## src/rtl/fagc_pkg.sv

```systemverilog
// ----------------------------------------------------------------------------
// fagc_pkg - shared types and constants of the FIR filter with gain control
// Sequencer states, control structs between sequencer and MAC datapath,
// register indexes, fixed field widths and saturation helpers.
// ----------------------------------------------------------------------------
package fagc_pkg;

	// fixed field widths
	localparam int SAMPLE_W    = 16;
	localparam int COEF_W      = 16;
	localparam int COEF_IDX_W  = 6;
	localparam int GAIN_W      = 12;
	localparam int THR_W       = 15;
	localparam int PEAK_W      = 15;
	localparam int HIST_W      = PEAK_W - 4;
	localparam int PROD_W      = 32;
	localparam int CFG_INDEX_W = 2;

	// opcodes of an input transfer
	localparam logic OP_SAMPLE = 1'b0;
	localparam logic OP_COEF   = 1'b1;

	// configuration register indexes
	localparam logic [CFG_INDEX_W-1:0] REG_WEAK_THRESHOLD = 2'd0;
	localparam logic [CFG_INDEX_W-1:0] REG_HIGH_THRESHOLD = 2'd1;
	localparam logic [CFG_INDEX_W-1:0] REG_LOW_THRESHOLD  = 2'd2;

	// register reset values, Q2.14
	localparam logic [THR_W-1:0] WEAK_THRESHOLD_RST = 15'd1638;
	localparam logic [THR_W-1:0] HIGH_THRESHOLD_RST = 15'd13107;
	localparam logic [THR_W-1:0] LOW_THRESHOLD_RST  = 15'd9830;

	// gain in Q2.10
	localparam logic signed [GAIN_W-1:0] GAIN_ONE  = 12'sd1024;
	localparam logic signed [GAIN_W-1:0] GAIN_MAX  = 12'sd2047;
	localparam logic signed [GAIN_W-1:0] GAIN_MIN  = -12'sd2048;
	localparam logic signed [GAIN_W:0]   GAIN_STEP = 13'sd2;

	localparam logic signed [SAMPLE_W-1:0] OUT_MAX = 16'sh7fff;
	localparam logic signed [SAMPLE_W-1:0] OUT_MIN = -16'sh8000;

	typedef enum logic [2:0] {
		ST_IDLE,
		ST_MAC,
		ST_DRAIN,
		ST_SCALE,
		ST_FINISH,
		ST_PUSH,
		ST_ADJUST
	} fagc_state_t;

	// sequencer commands to the MAC datapath
	typedef struct packed {
		logic shift_in;
		logic clear;
		logic step;
		logic scale;
	} mac_ctrl_t;

	// MAC datapath status
	typedef struct packed {
		logic busy;
	} mac_stat_t;

	// Q8.24 gain product to Q2.14: floor shift by 10 and saturate
	function automatic logic signed [SAMPLE_W-1:0] sat_scaled(
		input logic signed [PROD_W-1:0] p);
		logic same;
		same = (&p[PROD_W-1:25]) | ~(|p[PROD_W-1:25]);
		if (same)
			return p[25:10];
		else if (p[PROD_W-1])
			return OUT_MIN;
		else
			return OUT_MAX;
	endfunction

	// absolute value, most negative code clamps to full scale
	function automatic logic [PEAK_W-1:0] abs_sat(input logic signed [SAMPLE_W-1:0] y);
		logic signed [SAMPLE_W-1:0] neg;
		neg = -y;
		if (!y[SAMPLE_W-1])
			return y[PEAK_W-1:0];
		else if (y == OUT_MIN)
			return {PEAK_W{1'b1}};
		else
			return neg[PEAK_W-1:0];
	endfunction

endpackage

```

## src/rtl/fagc_if.sv

```systemverilog
// ----------------------------------------------------------------------------
// fagc_if - valid/ready channels of the FIR filter with gain control
// Input channel carries a sample or a coefficient write; output channel
// carries the scaled filter output and the gain that produced it.
// ----------------------------------------------------------------------------
interface fagc_in_if;
	import fagc_pkg::*;

	logic                           valid;
	logic                           ready;
	logic                           opcode;
	logic signed [SAMPLE_W-1:0]     sample_in;
	logic        [COEF_IDX_W-1:0]   coef_index;
	logic signed [COEF_W-1:0]       coef_value;

	modport source (output valid, opcode, sample_in, coef_index, coef_value, input ready);
	modport sink   (input valid, opcode, sample_in, coef_index, coef_value, output ready);
endinterface

interface fagc_out_if;
	import fagc_pkg::*;

	logic                         valid;
	logic                         ready;
	logic signed [SAMPLE_W-1:0]   filtered_out;
	logic signed [GAIN_W-1:0]     gain_now;

	modport source (output valid, filtered_out, gain_now, input ready);
	modport sink   (input valid, filtered_out, gain_now, output ready);
endinterface

```

## src/rtl/fagc_mac.sv

```systemverilog
// ----------------------------------------------------------------------------
// fagc_mac - shared multiply-accumulate datapath
// Holds the rotating delay line and the coefficient memory, and one 16x16
// multiplier that serves both the tap products and the gain scaling.
// ----------------------------------------------------------------------------
module fagc_mac #(
	parameter int TAPS = 32
) (
	input  logic                                   clk,
	input  logic                                   arst_n,
	input  fagc_pkg::mac_ctrl_t                    ctrl,
	input  logic [(TAPS > 1 ? $clog2(TAPS) : 1)-1:0] tap_idx,
	input  logic signed [fagc_pkg::SAMPLE_W-1:0]   sample,
	input  logic                                   coef_we,
	input  logic [(TAPS > 1 ? $clog2(TAPS) : 1)-1:0] coef_addr,
	input  logic signed [fagc_pkg::COEF_W-1:0]     coef_data,
	input  logic signed [fagc_pkg::SAMPLE_W-1:0]   filt,
	input  logic signed [fagc_pkg::GAIN_W-1:0]     gain,
	output logic signed [32+$clog2(TAPS)-1:0]      acc,
	output logic signed [fagc_pkg::PROD_W-1:0]     prod,
	output fagc_pkg::mac_stat_t                    stat
);
	import fagc_pkg::*;

	localparam int ACC_W = 32 + $clog2(TAPS);

	logic signed [SAMPLE_W-1:0] dly_q  [TAPS];
	logic signed [SAMPLE_W-1:0] dly_d  [TAPS];
	logic signed [COEF_W-1:0]   coef_mem [TAPS];
	logic signed [COEF_W-1:0]   coef_rd_q;
	logic signed [SAMPLE_W-1:0] tap_s1;
	logic                       v_s1;
	logic                       v_s2;
	logic signed [SAMPLE_W-1:0] mul_a;
	logic signed [SAMPLE_W-1:0] mul_b;
	logic signed [PROD_W-1:0]   prod_s2;
	logic signed [ACC_W-1:0]    acc_q;

	// shift in a new sample, or rotate so tap k sits at the head on step k
	always_comb begin
		dly_d = dly_q;
		if (ctrl.shift_in) begin
			for (int i = TAPS - 1; i > 0; i--)
				dly_d[i] = dly_q[i-1];
			dly_d[0] = sample;
		end else if (ctrl.step) begin
			for (int i = 0; i < TAPS - 1; i++)
				dly_d[i] = dly_q[i+1];
			dly_d[TAPS-1] = dly_q[0];
		end
	end

	always_ff @(posedge clk or negedge arst_n) begin
		if (!arst_n) begin
			for (int i = 0; i < TAPS; i++)
				dly_q[i] <= '0;
		end else begin
			dly_q <= dly_d;
		end
	end

	// coefficient memory, registered read
	always_ff @(posedge clk) begin
		if (coef_we)
			coef_mem[coef_addr] <= coef_data;
		coef_rd_q <= coef_mem[tap_idx];
	end

	// stage valids
	always_ff @(posedge clk or negedge arst_n) begin
		if (!arst_n) begin
			v_s1 <= 1'b0;
			v_s2 <= 1'b0;
		end else begin
			v_s1 <= ctrl.step;
			v_s2 <= v_s1;
		end
	end

	// operand select: tap product or gain scaling
	always_comb begin
		if (ctrl.scale) begin
			mul_a = filt;
			mul_b = {{(SAMPLE_W-GAIN_W){gain[GAIN_W-1]}}, gain};
		end else begin
			mul_a = tap_s1;
			mul_b = coef_rd_q;
		end
	end

	// hold the tap, multiply, accumulate
	always_ff @(posedge clk) begin
		if (ctrl.step)
			tap_s1 <= dly_q[0];
		if (ctrl.scale || v_s1)
			prod_s2 <= mul_a * mul_b;
		if (ctrl.clear)
			acc_q <= '0;
		else if (v_s2)
			acc_q <= acc_q + ACC_W'(prod_s2);
	end

	assign acc       = acc_q;
	assign prod      = prod_s2;
	assign stat.busy = v_s1 | v_s2;

endmodule

```

## src/rtl/fir_filter_with_agc_unit.sv

```systemverilog
// ----------------------------------------------------------------------------
// fir_filter_with_agc_unit - FIR filter with automatic gain control
// Sequencer, gain control loop and output register around the shared MAC.
// ----------------------------------------------------------------------------
// Usage:
//   in_ch  : valid/ready. opcode 1 writes coef_value to tap coef_index
//            (indexes at or above TAPS are dropped), opcode 0 filters
//            sample_in. A coefficient write gives no result; a sample gives
//            one transfer on out_ch.
//   out_ch : valid/ready, filtered_out (Q2.14) and gain_now, the gain used
//            for that sample.
//   cfg_*  : write-only thresholds, written while the block is idle.
// Sequence: a sample is accepted in IDLE, then runs every tap through the
//   single shared multiplier (MAC), drains the multiplier pipeline (DRAIN),
//   is scaled by the gain (SCALE) and is loaded into the output register
//   (FINISH); the next item is taken only after that, and after the history
//   push (PUSH) and gain adjust (ADJUST) when the sample closes a peak window.
// Reset clears the delay line, peak history, peak, window count and gain
//   (1.0); coefficients must be written before use.
// A stalled receiver holds the finished result in the output register; a
//   following sample computes and then waits for that register to empty.
// ----------------------------------------------------------------------------
module fir_filter_with_agc_unit #(
	parameter int TAPS           = 32,
	parameter int PEAK_AVG_COUNT = 8,
	parameter int PEAK_WINDOW    = 32
) (
	input  logic                                    clk,
	input  logic                                    arst_n,
	fagc_in_if.sink                                 in_ch,
	fagc_out_if.source                              out_ch,
	input  logic                                    cfg_we,
	input  logic [fagc_pkg::CFG_INDEX_W-1:0]        cfg_index,
	input  logic [fagc_pkg::THR_W-1:0]              cfg_data
);
	import fagc_pkg::*;

	localparam int TAP_W = (TAPS > 1) ? $clog2(TAPS) : 1;
	localparam int ACC_W = 32 + $clog2(TAPS);
	localparam int WC_W  = $clog2(PEAK_WINDOW + 1);
	localparam int SUM_W = HIST_W + $clog2(PEAK_AVG_COUNT + 1);
	localparam int CMP_W = SUM_W + 4;

	fagc_state_t state_q, state_d;
	mac_ctrl_t   mac_ctrl;
	mac_stat_t   mac_stat;

	logic                       in_fire;
	logic                       coef_we;
	logic                       out_load;
	logic [TAP_W-1:0]           tap_q;
	logic                       tap_last;
	logic signed [ACC_W-1:0]    acc;
	logic signed [PROD_W-1:0]   prod;
	logic signed [SAMPLE_W-1:0] filt_d;
	logic signed [SAMPLE_W-1:0] filt_q;
	logic signed [SAMPLE_W-1:0] yout;
	logic [PEAK_W-1:0]          mag;
	logic signed [GAIN_W-1:0]   gain_q;
	logic [PEAK_W-1:0]          peak_q;
	logic [WC_W-1:0]            wc_q;
	logic                       window_end;
	logic [HIST_W-1:0]          hist_q [PEAK_AVG_COUNT];
	logic [SUM_W-1:0]           hsum_q;
	logic [THR_W-1:0]           weak_q;
	logic [THR_W-1:0]           high_q;
	logic [THR_W-1:0]           low_q;
	logic [CMP_W-1:0]           avg_x;
	logic [CMP_W-1:0]           weak_lim;
	logic [CMP_W-1:0]           high_lim;
	logic [CMP_W-1:0]           low_lim;
	logic signed [GAIN_W:0]     gain_dn;
	logic signed [GAIN_W:0]     gain_up;
	logic                       out_valid_q;
	logic signed [SAMPLE_W-1:0] out_filt_q;
	logic signed [GAIN_W-1:0]   out_gain_q;

	assign in_fire    = in_ch.valid && in_ch.ready;
	assign in_ch.ready = (state_q == ST_IDLE);
	assign coef_we    = in_fire && (in_ch.opcode == OP_COEF) &&
	                    ({1'b0, in_ch.coef_index} < (COEF_IDX_W+1)'(TAPS));
	assign tap_last   = (tap_q == TAP_W'(TAPS - 1));
	assign window_end = (wc_q == WC_W'(PEAK_WINDOW - 1));

	fagc_mac #(
		.TAPS (TAPS)
	) u_mac (
		.clk       (clk),
		.arst_n    (arst_n),
		.ctrl      (mac_ctrl),
		.tap_idx   (tap_q),
		.sample    (in_ch.sample_in),
		.coef_we   (coef_we),
		.coef_addr (in_ch.coef_index[TAP_W-1:0]),
		.coef_data (in_ch.coef_value),
		.filt      (filt_q),
		.gain      (gain_q),
		.acc       (acc),
		.prod      (prod),
		.stat      (mac_stat)
	);

	// configuration registers
	always_ff @(posedge clk or negedge arst_n) begin
		if (!arst_n) begin
			weak_q <= WEAK_THRESHOLD_RST;
			high_q <= HIGH_THRESHOLD_RST;
			low_q  <= LOW_THRESHOLD_RST;
		end else if (cfg_we) begin
			unique case (cfg_index)
				REG_WEAK_THRESHOLD: weak_q <= cfg_data;
				REG_HIGH_THRESHOLD: high_q <= cfg_data;
				REG_LOW_THRESHOLD:  low_q  <= cfg_data;
				default: ;
			endcase
		end
	end

	// state register
	always_ff @(posedge clk or negedge arst_n) begin
		if (!arst_n)
			state_q <= ST_IDLE;
		else
			state_q <= state_d;
	end

	// next state and MAC commands
	always_comb begin
		state_d  = state_q;
		mac_ctrl = '0;
		out_load = 1'b0;
		unique case (state_q)
			ST_IDLE: begin
				if (in_fire && (in_ch.opcode == OP_SAMPLE)) begin
					mac_ctrl.shift_in = 1'b1;
					mac_ctrl.clear    = 1'b1;
					state_d           = ST_MAC;
				end
			end
			ST_MAC: begin
				mac_ctrl.step = 1'b1;
				if (tap_last)
					state_d = ST_DRAIN;
			end
			ST_DRAIN: begin
				if (!mac_stat.busy)
					state_d = ST_SCALE;
			end
			ST_SCALE: begin
				mac_ctrl.scale = 1'b1;
				state_d        = ST_FINISH;
			end
			ST_FINISH: begin
				if (!out_valid_q || out_ch.ready) begin
					out_load = 1'b1;
					state_d  = window_end ? ST_PUSH : ST_IDLE;
				end
			end
			ST_PUSH:   state_d = ST_ADJUST;
			ST_ADJUST: state_d = ST_IDLE;
			default:   state_d = ST_IDLE;
		endcase
	end

	// tap counter
	always_ff @(posedge clk or negedge arst_n) begin
		if (!arst_n)
			tap_q <= '0;
		else if (state_q == ST_MAC)
			tap_q <= tap_last ? '0 : tap_q + 1'b1;
	end

	// floor the sum to Q2.14 and saturate
	always_comb begin
		if ((&acc[ACC_W-1:31]) | ~(|acc[ACC_W-1:31]))
			filt_d = acc[31:16];
		else if (acc[ACC_W-1])
			filt_d = OUT_MIN;
		else
			filt_d = OUT_MAX;
	end

	always_ff @(posedge clk) begin
		if (state_q == ST_DRAIN && !mac_stat.busy)
			filt_q <= filt_d;
	end

	assign yout = sat_scaled(prod);
	assign mag  = abs_sat(yout);

	// average test against thresholds scaled by the history depth
	assign avg_x    = {hsum_q, 4'b0000};
	assign weak_lim = CMP_W'(weak_q) * CMP_W'(PEAK_AVG_COUNT);
	assign high_lim = (CMP_W'(high_q) + 1'b1) * CMP_W'(PEAK_AVG_COUNT);
	assign low_lim  = CMP_W'(low_q) * CMP_W'(PEAK_AVG_COUNT);
	assign gain_dn  = {gain_q[GAIN_W-1], gain_q} - GAIN_STEP;
	assign gain_up  = {gain_q[GAIN_W-1], gain_q} + GAIN_STEP;

	// peak, window, history and gain loop
	always_ff @(posedge clk or negedge arst_n) begin
		if (!arst_n) begin
			gain_q <= GAIN_ONE;
			peak_q <= '0;
			wc_q   <= '0;
			hsum_q <= '0;
			for (int i = 0; i < PEAK_AVG_COUNT; i++)
				hist_q[i] <= '0;
		end else begin
			unique case (state_q)
				ST_FINISH: begin
					if (out_load) begin
						if (mag > peak_q)
							peak_q <= mag;
						wc_q <= window_end ? '0 : wc_q + 1'b1;
					end
				end
				ST_PUSH: begin
					for (int i = PEAK_AVG_COUNT - 1; i > 0; i--)
						hist_q[i] <= hist_q[i-1];
					hist_q[0] <= peak_q[PEAK_W-1:4];
					hsum_q    <= hsum_q + SUM_W'(peak_q[PEAK_W-1:4]) -
					             SUM_W'(hist_q[PEAK_AVG_COUNT-1]);
					peak_q    <= '0;
				end
				ST_ADJUST: begin
					if (avg_x >= weak_lim) begin
						if (avg_x >= high_lim)
							gain_q <= (gain_dn[GAIN_W] != gain_dn[GAIN_W-1]) ?
							          GAIN_MIN : gain_dn[GAIN_W-1:0];
						else if (avg_x < low_lim)
							gain_q <= (gain_up[GAIN_W] != gain_up[GAIN_W-1]) ?
							          GAIN_MAX : gain_up[GAIN_W-1:0];
					end
				end
				default: ;
			endcase
		end
	end

	// output register
	always_ff @(posedge clk or negedge arst_n) begin
		if (!arst_n)
			out_valid_q <= 1'b0;
		else if (out_load)
			out_valid_q <= 1'b1;
		else if (out_ch.ready)
			out_valid_q <= 1'b0;
	end

	always_ff @(posedge clk) begin
		if (out_load) begin
			out_filt_q <= yout;
			out_gain_q <= gain_q;
		end
	end

	assign out_ch.valid        = out_valid_q;
	assign out_ch.filtered_out = out_filt_q;
	assign out_ch.gain_now     = out_gain_q;

	// a sample transfer starts the tap pass
	assert property (@(posedge clk) disable iff (!arst_n)
		in_fire && (in_ch.opcode == OP_SAMPLE) |=> state_q == ST_MAC)
		else $error("sample transfer did not start the tap pass");

	// the multiplier is free when the gain product is issued
	assert property (@(posedge clk) disable iff (!arst_n)
		state_q == ST_SCALE |-> !mac_stat.busy)
		else $error("gain scaling overlaps tap products");

	// gain moves only in the adjust step
	assert property (@(posedge clk) disable iff (!arst_n)
		state_q != ST_ADJUST |=> $stable(gain_q))
		else $error("gain changed outside the adjust step");

	// window count stays inside the window
	assert property (@(posedge clk) disable iff (!arst_n)
		wc_q < WC_W'(PEAK_WINDOW))
		else $error("window count out of range");

	// a pending result is never overwritten
	assert property (@(posedge clk) disable iff (!arst_n)
		out_load |-> !out_valid_q || out_ch.ready)
		else $error("output register overwritten while full");

endmodule
```

## src/flat_wrapper.sv

```systemverilog
// flat-port wrapper written by rule: the top's interface ports become plain ports
module fir_filter_with_agc_unit_flat import fagc_pkg::*;
#(
	parameter int TAPS           = 32,
	parameter int PEAK_AVG_COUNT = 8,
	parameter int PEAK_WINDOW    = 32
)
  (clk, arst_n, cfg_we, cfg_index, cfg_data, in_ch_valid, in_ch_opcode, in_ch_sample_in, in_ch_coef_index, in_ch_coef_value, in_ch_ready, out_ch_valid, out_ch_filtered_out, out_ch_gain_now, out_ch_ready);
  fagc_in_if in_ch_i ();
  fagc_out_if out_ch_i ();
  input  logic clk;
  input  logic arst_n;
  input  logic cfg_we;
  input  logic [fagc_pkg::CFG_INDEX_W-1:0] cfg_index;
  input  logic [fagc_pkg::THR_W-1:0] cfg_data;
  input wire logic [$bits(in_ch_i.valid)-1:0] in_ch_valid;
  input wire logic [$bits(in_ch_i.opcode)-1:0] in_ch_opcode;
  input wire logic [$bits(in_ch_i.sample_in)-1:0] in_ch_sample_in;
  input wire logic [$bits(in_ch_i.coef_index)-1:0] in_ch_coef_index;
  input wire logic [$bits(in_ch_i.coef_value)-1:0] in_ch_coef_value;
  output wire logic [$bits(in_ch_i.ready)-1:0] in_ch_ready;
  output wire logic [$bits(out_ch_i.valid)-1:0] out_ch_valid;
  output wire logic [$bits(out_ch_i.filtered_out)-1:0] out_ch_filtered_out;
  output wire logic [$bits(out_ch_i.gain_now)-1:0] out_ch_gain_now;
  input wire logic [$bits(out_ch_i.ready)-1:0] out_ch_ready;
  assign in_ch_i.valid = in_ch_valid;
  assign in_ch_i.opcode = in_ch_opcode;
  assign in_ch_i.sample_in = in_ch_sample_in;
  assign in_ch_i.coef_index = in_ch_coef_index;
  assign in_ch_i.coef_value = in_ch_coef_value;
  assign in_ch_ready = in_ch_i.ready;
  assign out_ch_valid = out_ch_i.valid;
  assign out_ch_filtered_out = out_ch_i.filtered_out;
  assign out_ch_gain_now = out_ch_i.gain_now;
  assign out_ch_i.ready = out_ch_ready;
  fir_filter_with_agc_unit #(.TAPS(TAPS), .PEAK_AVG_COUNT(PEAK_AVG_COUNT), .PEAK_WINDOW(PEAK_WINDOW)) u_core (.clk(clk), .arst_n(arst_n), .in_ch(in_ch_i), .out_ch(out_ch_i), .cfg_we(cfg_we), .cfg_index(cfg_index), .cfg_data(cfg_data));
endmodule
```

## config.mk

```make
export PLATFORM = sky130hd
export DESIGN_NAME = fir_filter_with_agc_unit_flat
export DESIGN_NICKNAME = d
export VERILOG_FILES = /design/src/rtl/fagc_pkg.sv /design/src/rtl/fagc_if.sv /design/src/rtl/fagc_mac.sv /design/src/rtl/fir_filter_with_agc_unit.sv /design/src/flat_wrapper.sv
export SDC_FILE = /design/constraint.sdc
export NUM_CORES = 2
export LEC_CHECK = 0
export BUFFER_PORTS_ARGS = -buffer_cell sky130_fd_sc_hd__buf_2
export CELL_PAD_IN_SITES_DETAIL_PLACEMENT = 0
export CELL_PAD_IN_SITES_GLOBAL_PLACEMENT = 2
export CORE_ASPECT_RATIO = 2
export CORE_MARGIN = 4
export CORE_UTILIZATION = 39
export DETAILED_ROUTE_END_ITERATION = 8
export MAX_ROUTING_LAYER = met4
export PLACE_DENSITY_LB_ADDON = 0.08
export SLEW_MARGIN = 20
export SYNTH_ARGS = -nofsm -noshare
export SYNTH_HDL_FRONTEND = slang
export SYNTH_SLANG_ARGS = --single-unit
```

## constraint.sdc

```tcl
create_clock -name clk -period 7.2 [get_ports clk]
set_input_delay 0.72 -clock clk [delete_from_list [all_inputs] [get_ports clk]]
set_output_delay 0.72 -clock clk [all_outputs]
set_load 0.005 [all_outputs]
```

==> results.tsv <==
stage	metric	value	unit
logic_synthesis	synthFlopType	dfrtp_1	
grt	grt-ovfl-total	0	
logic_synthesis	synth.distinct_cells	79	
logic_synthesis	synth-edff-count	604	
worst_hold_path	whs_path_depth	3	
sta	skew	0.0400	ns
logic_synthesis	avgSynthCellArea	11.0	µm²
clock_tree	cts_max_level	4	
floorplan	dieArea	0.186	mm²
worst_setup_path	critPathMaxFanout	22	
final_layout	final_nets	6976	
grt	grt_pass1_wl	297000	µm
worst_setup_path	reg2reg_from	u_core.state_q[2]	
outcome	outcome	complete, no violations	
floorplan	core-area	0.178	mm²
final_layout	drive_gt1_frac	0.147	
placement	gp_congestion	0.940	
worst_setup_path	arrival	7.48	ns
detailed_routing	firstDrtPassIters	7	
logic_synthesis	yosysTopAreaCell	edfxtp_1	
placement	dp_slack	-0.0850	ns
sta	setup_slack	0.231	ns
sta	relSlewSlack	0.240	
final_layout	layout_common_cells	nand2_1, nor2_1, dfrtp_1	
logic_synthesis	ys_ff_latch	1361	
detailed_routing	wire_per_inst	21.6	µm
logic_synthesis	yosys_warnings	0	
logic_synthesis	synth_area_leaders	edfxtp_1, dfrtp_1, fa_1, nand2_1, mux4_2	
clock_tree	cts.sinks	1361	
clock_tree	numCtsBuffers	143	
worst_hold_path	holdCritStartpoint	cfg_data[6]	
worst_setup_path	worstRegToRegCells	27	
placement	port_buffers	90	
floorplan	initial_utilization	0.391	
logic_synthesis	synthesis.area	0.0696	mm²
detailed_routing	final_antenna_net_count	0	
worst_hold_path	hold_end	u_core.weak_q[6]	
detailed_routing	routed_wl	192000	µm
sta	finalCritPeriodShare	0.968	
logic_synthesis	synth_seq_area_share	0.529	
grt	grt_start_max_net_pins	212	
sta	fin_crit	6.97	ns
final_layout	nFillCells	16800	
worst_setup_path	critPathKind	reg -> reg	
sta	clock.fmax	143	MHz
worst_setup_path	rrSetupSlack	0.23	ns
floorplan	die_h	605	µm
clock_tree	cts_tree	built	
worst_setup_path	worstSetupStartpoint	u_core.state_q[2]	
logic_synthesis	synth_nets	6850	
logic_synthesis	yosys.area.top_type_share	0.261	
worst_setup_path	end_kind	flop	
logic_synthesis	async_reset_ff_frac	0.517	
worst_hold_path	min_path_type	in -> reg	
detailed_routing	first_iter_violations	2880	
floorplan	num_rows	219	
sta	hold_viol_final	0	
logic_synthesis	netlist_instances	6316	
flow_run	cap_violations	0	
clock_tree	cts_root_buf	clkbuf_16	
clock_tree	clk_path_buf_depth	4	
sta	worst_pin_slew	1.14	ns
detailed_routing	drc_errors	0	
clock_tree	clk_pin_slew	0.06	ns
final_layout	mostFrequentLayoutCell	nand2_1	
grt	antenna_found_initial	12	
detailed_routing	viasPerCell	5.28	
grt	gr-usage-all-layers	0.213	
sta	setup_viol	0	
detailed_routing	vias	46900	
floorplan	ios	91	
sta	maxSlewViolCount	0	
floorplan	fp.dieW	307	µm
worst_setup_path	cp.required	7.71	ns
final_layout	area.growth.synth_to_final	12.8	%
grt	grt_pass1_vias	49500	
worst_setup_path	r2r_end	u_core.u_mac.prod[26]	
clock_tree	insertion_delay	0.79	ns
worst_setup_path	startpoint_type	flop	
placement	hpwlAfterDp	132000	µm
-- cell families after synthesis --
kind of cell | count (synthesis) | share of synthesized area
AO/OA/AOI/OAI | 966 | 0.0868
XOR/XNOR | 100 | 0.0126
adder cells (fa/ha/maj) | 473 | 0.115
buffers and inverters | 779 | 0.0423
flip-flops | 1361 | 0.529
multiplexers | 373 | 0.0853
AND/OR/NAND/NOR | 2264 | 0.129
-- worst max-delay path, cell delays in order (launching register included) --
cell and delay, ns:
dfrtp_1 0.37, nand3b_1 0.18, buf_4 0.15, clkbuf_16 0.19
mux2_2 0.29, buf_4 0.16, buf_12 0.15, nand2_1 0.08
fa_1 0.54, inv_1 0.05, fa_1 0.49, fa_1 0.62
fa_1 0.45, fa_1 0.49, inv_1 0.05, fa_1 0.47
inv_1 0.04, ha_1 0.34, a21o_1 0.21, a21o_1 0.17
a21oi_1 0.20, nor2_1 0.07, a211oi_1 0.21, o31ai_1 0.10
buf_4 0.15, a21o_1 0.16, a21oi_1 0.17, xnor2_1 0.11
-- worst max path at each step --
stage                       endpoint  depth (start not counted)  slack [ns]
2_1_floorplan  u_core.u_mac.prod[29]                         28       0.003
3_3_place_gp   u_core.u_mac.prod[22]                         25       -0.07
3_5_place_dp   u_core.u_mac.prod[22]                         25       -0.08
4_1_cts        u_core.u_mac.prod[29]                         28        0.03
5_1_grt        u_core.u_mac.prod[29]                         26       -0.02
6_report       u_core.u_mac.prod[26]                         27        0.23
-- routing by layer --
| layer | up-vias | track usage | part of all wire |
|---|---|---|---|
| met5 | - | - | 0 |
| met4 | 0 | 0.0974 | 0.053 |
| met3 | 355 | 0.0243 | 0.029 |
| met2 | 684 | 0.398 | 0.55 |
| met1 | 23900 | 0.225 | 0.36 |
| li1 | 22000 | - | - |
-- state kept, by name (all words and copies together), names as in the netlist --
name,cells
u_core.weak_q,15
u_core.hsum_q,15
u_core.gain_q,12
u_core.wc_q,6
u_core.high_q,15
u_core.out_ch.valid,1
u_core.out_ch.gain_now,12
u_core.u_mac.tap_s1,16
u_core.u_mac.coef_mem,512
u_core.u_mac.v_s1,1
u_core.u_mac.prod,32
u_core.filt_q,16
u_core.u_mac.acc,37
u_core.state_q,3
u_core.out_ch.filtered_out,16
u_core.u_mac.v_s2,1
u_core.u_mac.dly_q,512
u_core.tap_q,5
u_core.low_q,15
u_core.u_mac.coef_rd_q,16
u_core.peak_q,15
u_core.hist_q,88
-- per-stage QoR --
stage | setup TNS [ns] | utilization | hold slack, ns | area, µm² | std cells
floorplan | 0 | - | 0.388 | 69600 | 6316
CTS | 0 | 0.440 | 0.111 | 78300 | 8861
detailed placement | -0.0850 | 0.414 | 0.463 | 73700 | 8609
finish | 0 | 0.441 | 0.178 | 78500 | 8879
global placement | -0.0652 | 0.414 | 0.459 | 73700 | 8609
global route | -0.0645 | 0.441 | 0.147 | 78500 | 8878
-- area by class of cell --
| class | count | area [µm²] | share of cell area |
|---|---|---|---|
| diodes | 13 | 32.5 | 0.000414 |
| clock buffers | 183 | 3970 | 0.0506 |
| clock inverters | 66 | 613 | 0.00781 |
| inverters | 424 | 1600 | 0.0204 |
| multi-input cells | 4176 | 30000 | 0.382 |
| flip-flops and latches | 1361 | 36900 | 0.470 |
| well taps | 2320 | 2900 | 0.0370 |
| repair buffers | 336 | 2530 | 0.0323 |
-- Yosys cell counts (15+ instances only) --
cell,n
xor2_1,32
mux2_2,161
dfrtp_1,682
dfxtp_1,53
o21ai_0,124
buf_1,27
nand2_1,1274
nand3_1,40
clkbuf_1,313
nor3_1,34
or3_1,15
a21o_1,61
mux2i_1,52
a31oi_1,525
mux4_2,160
nand2b_1,23
xnor2_1,68
ha_1,199
and3_1,17
fa_1,274
o21bai_1,15
buf_2,15
o21a_1,17
dfstp_2,22
inv_1,423
a21oi_1,115
edfxtp_1,604
nor2_1,784
-- what timing repair did --
action,CTS,global route
endpoints found under the setup margin,1,8
endpoints found under the hold margin,21,0
hold buffers,1,0
pin swaps,1,4
resized for setup,0,28
cloned,0,1
setup buffers,2,4
Power is left out: the tool's default activity adds up to more than one toggle a clock period on the data nets, which glitch-free logic cannot reach.
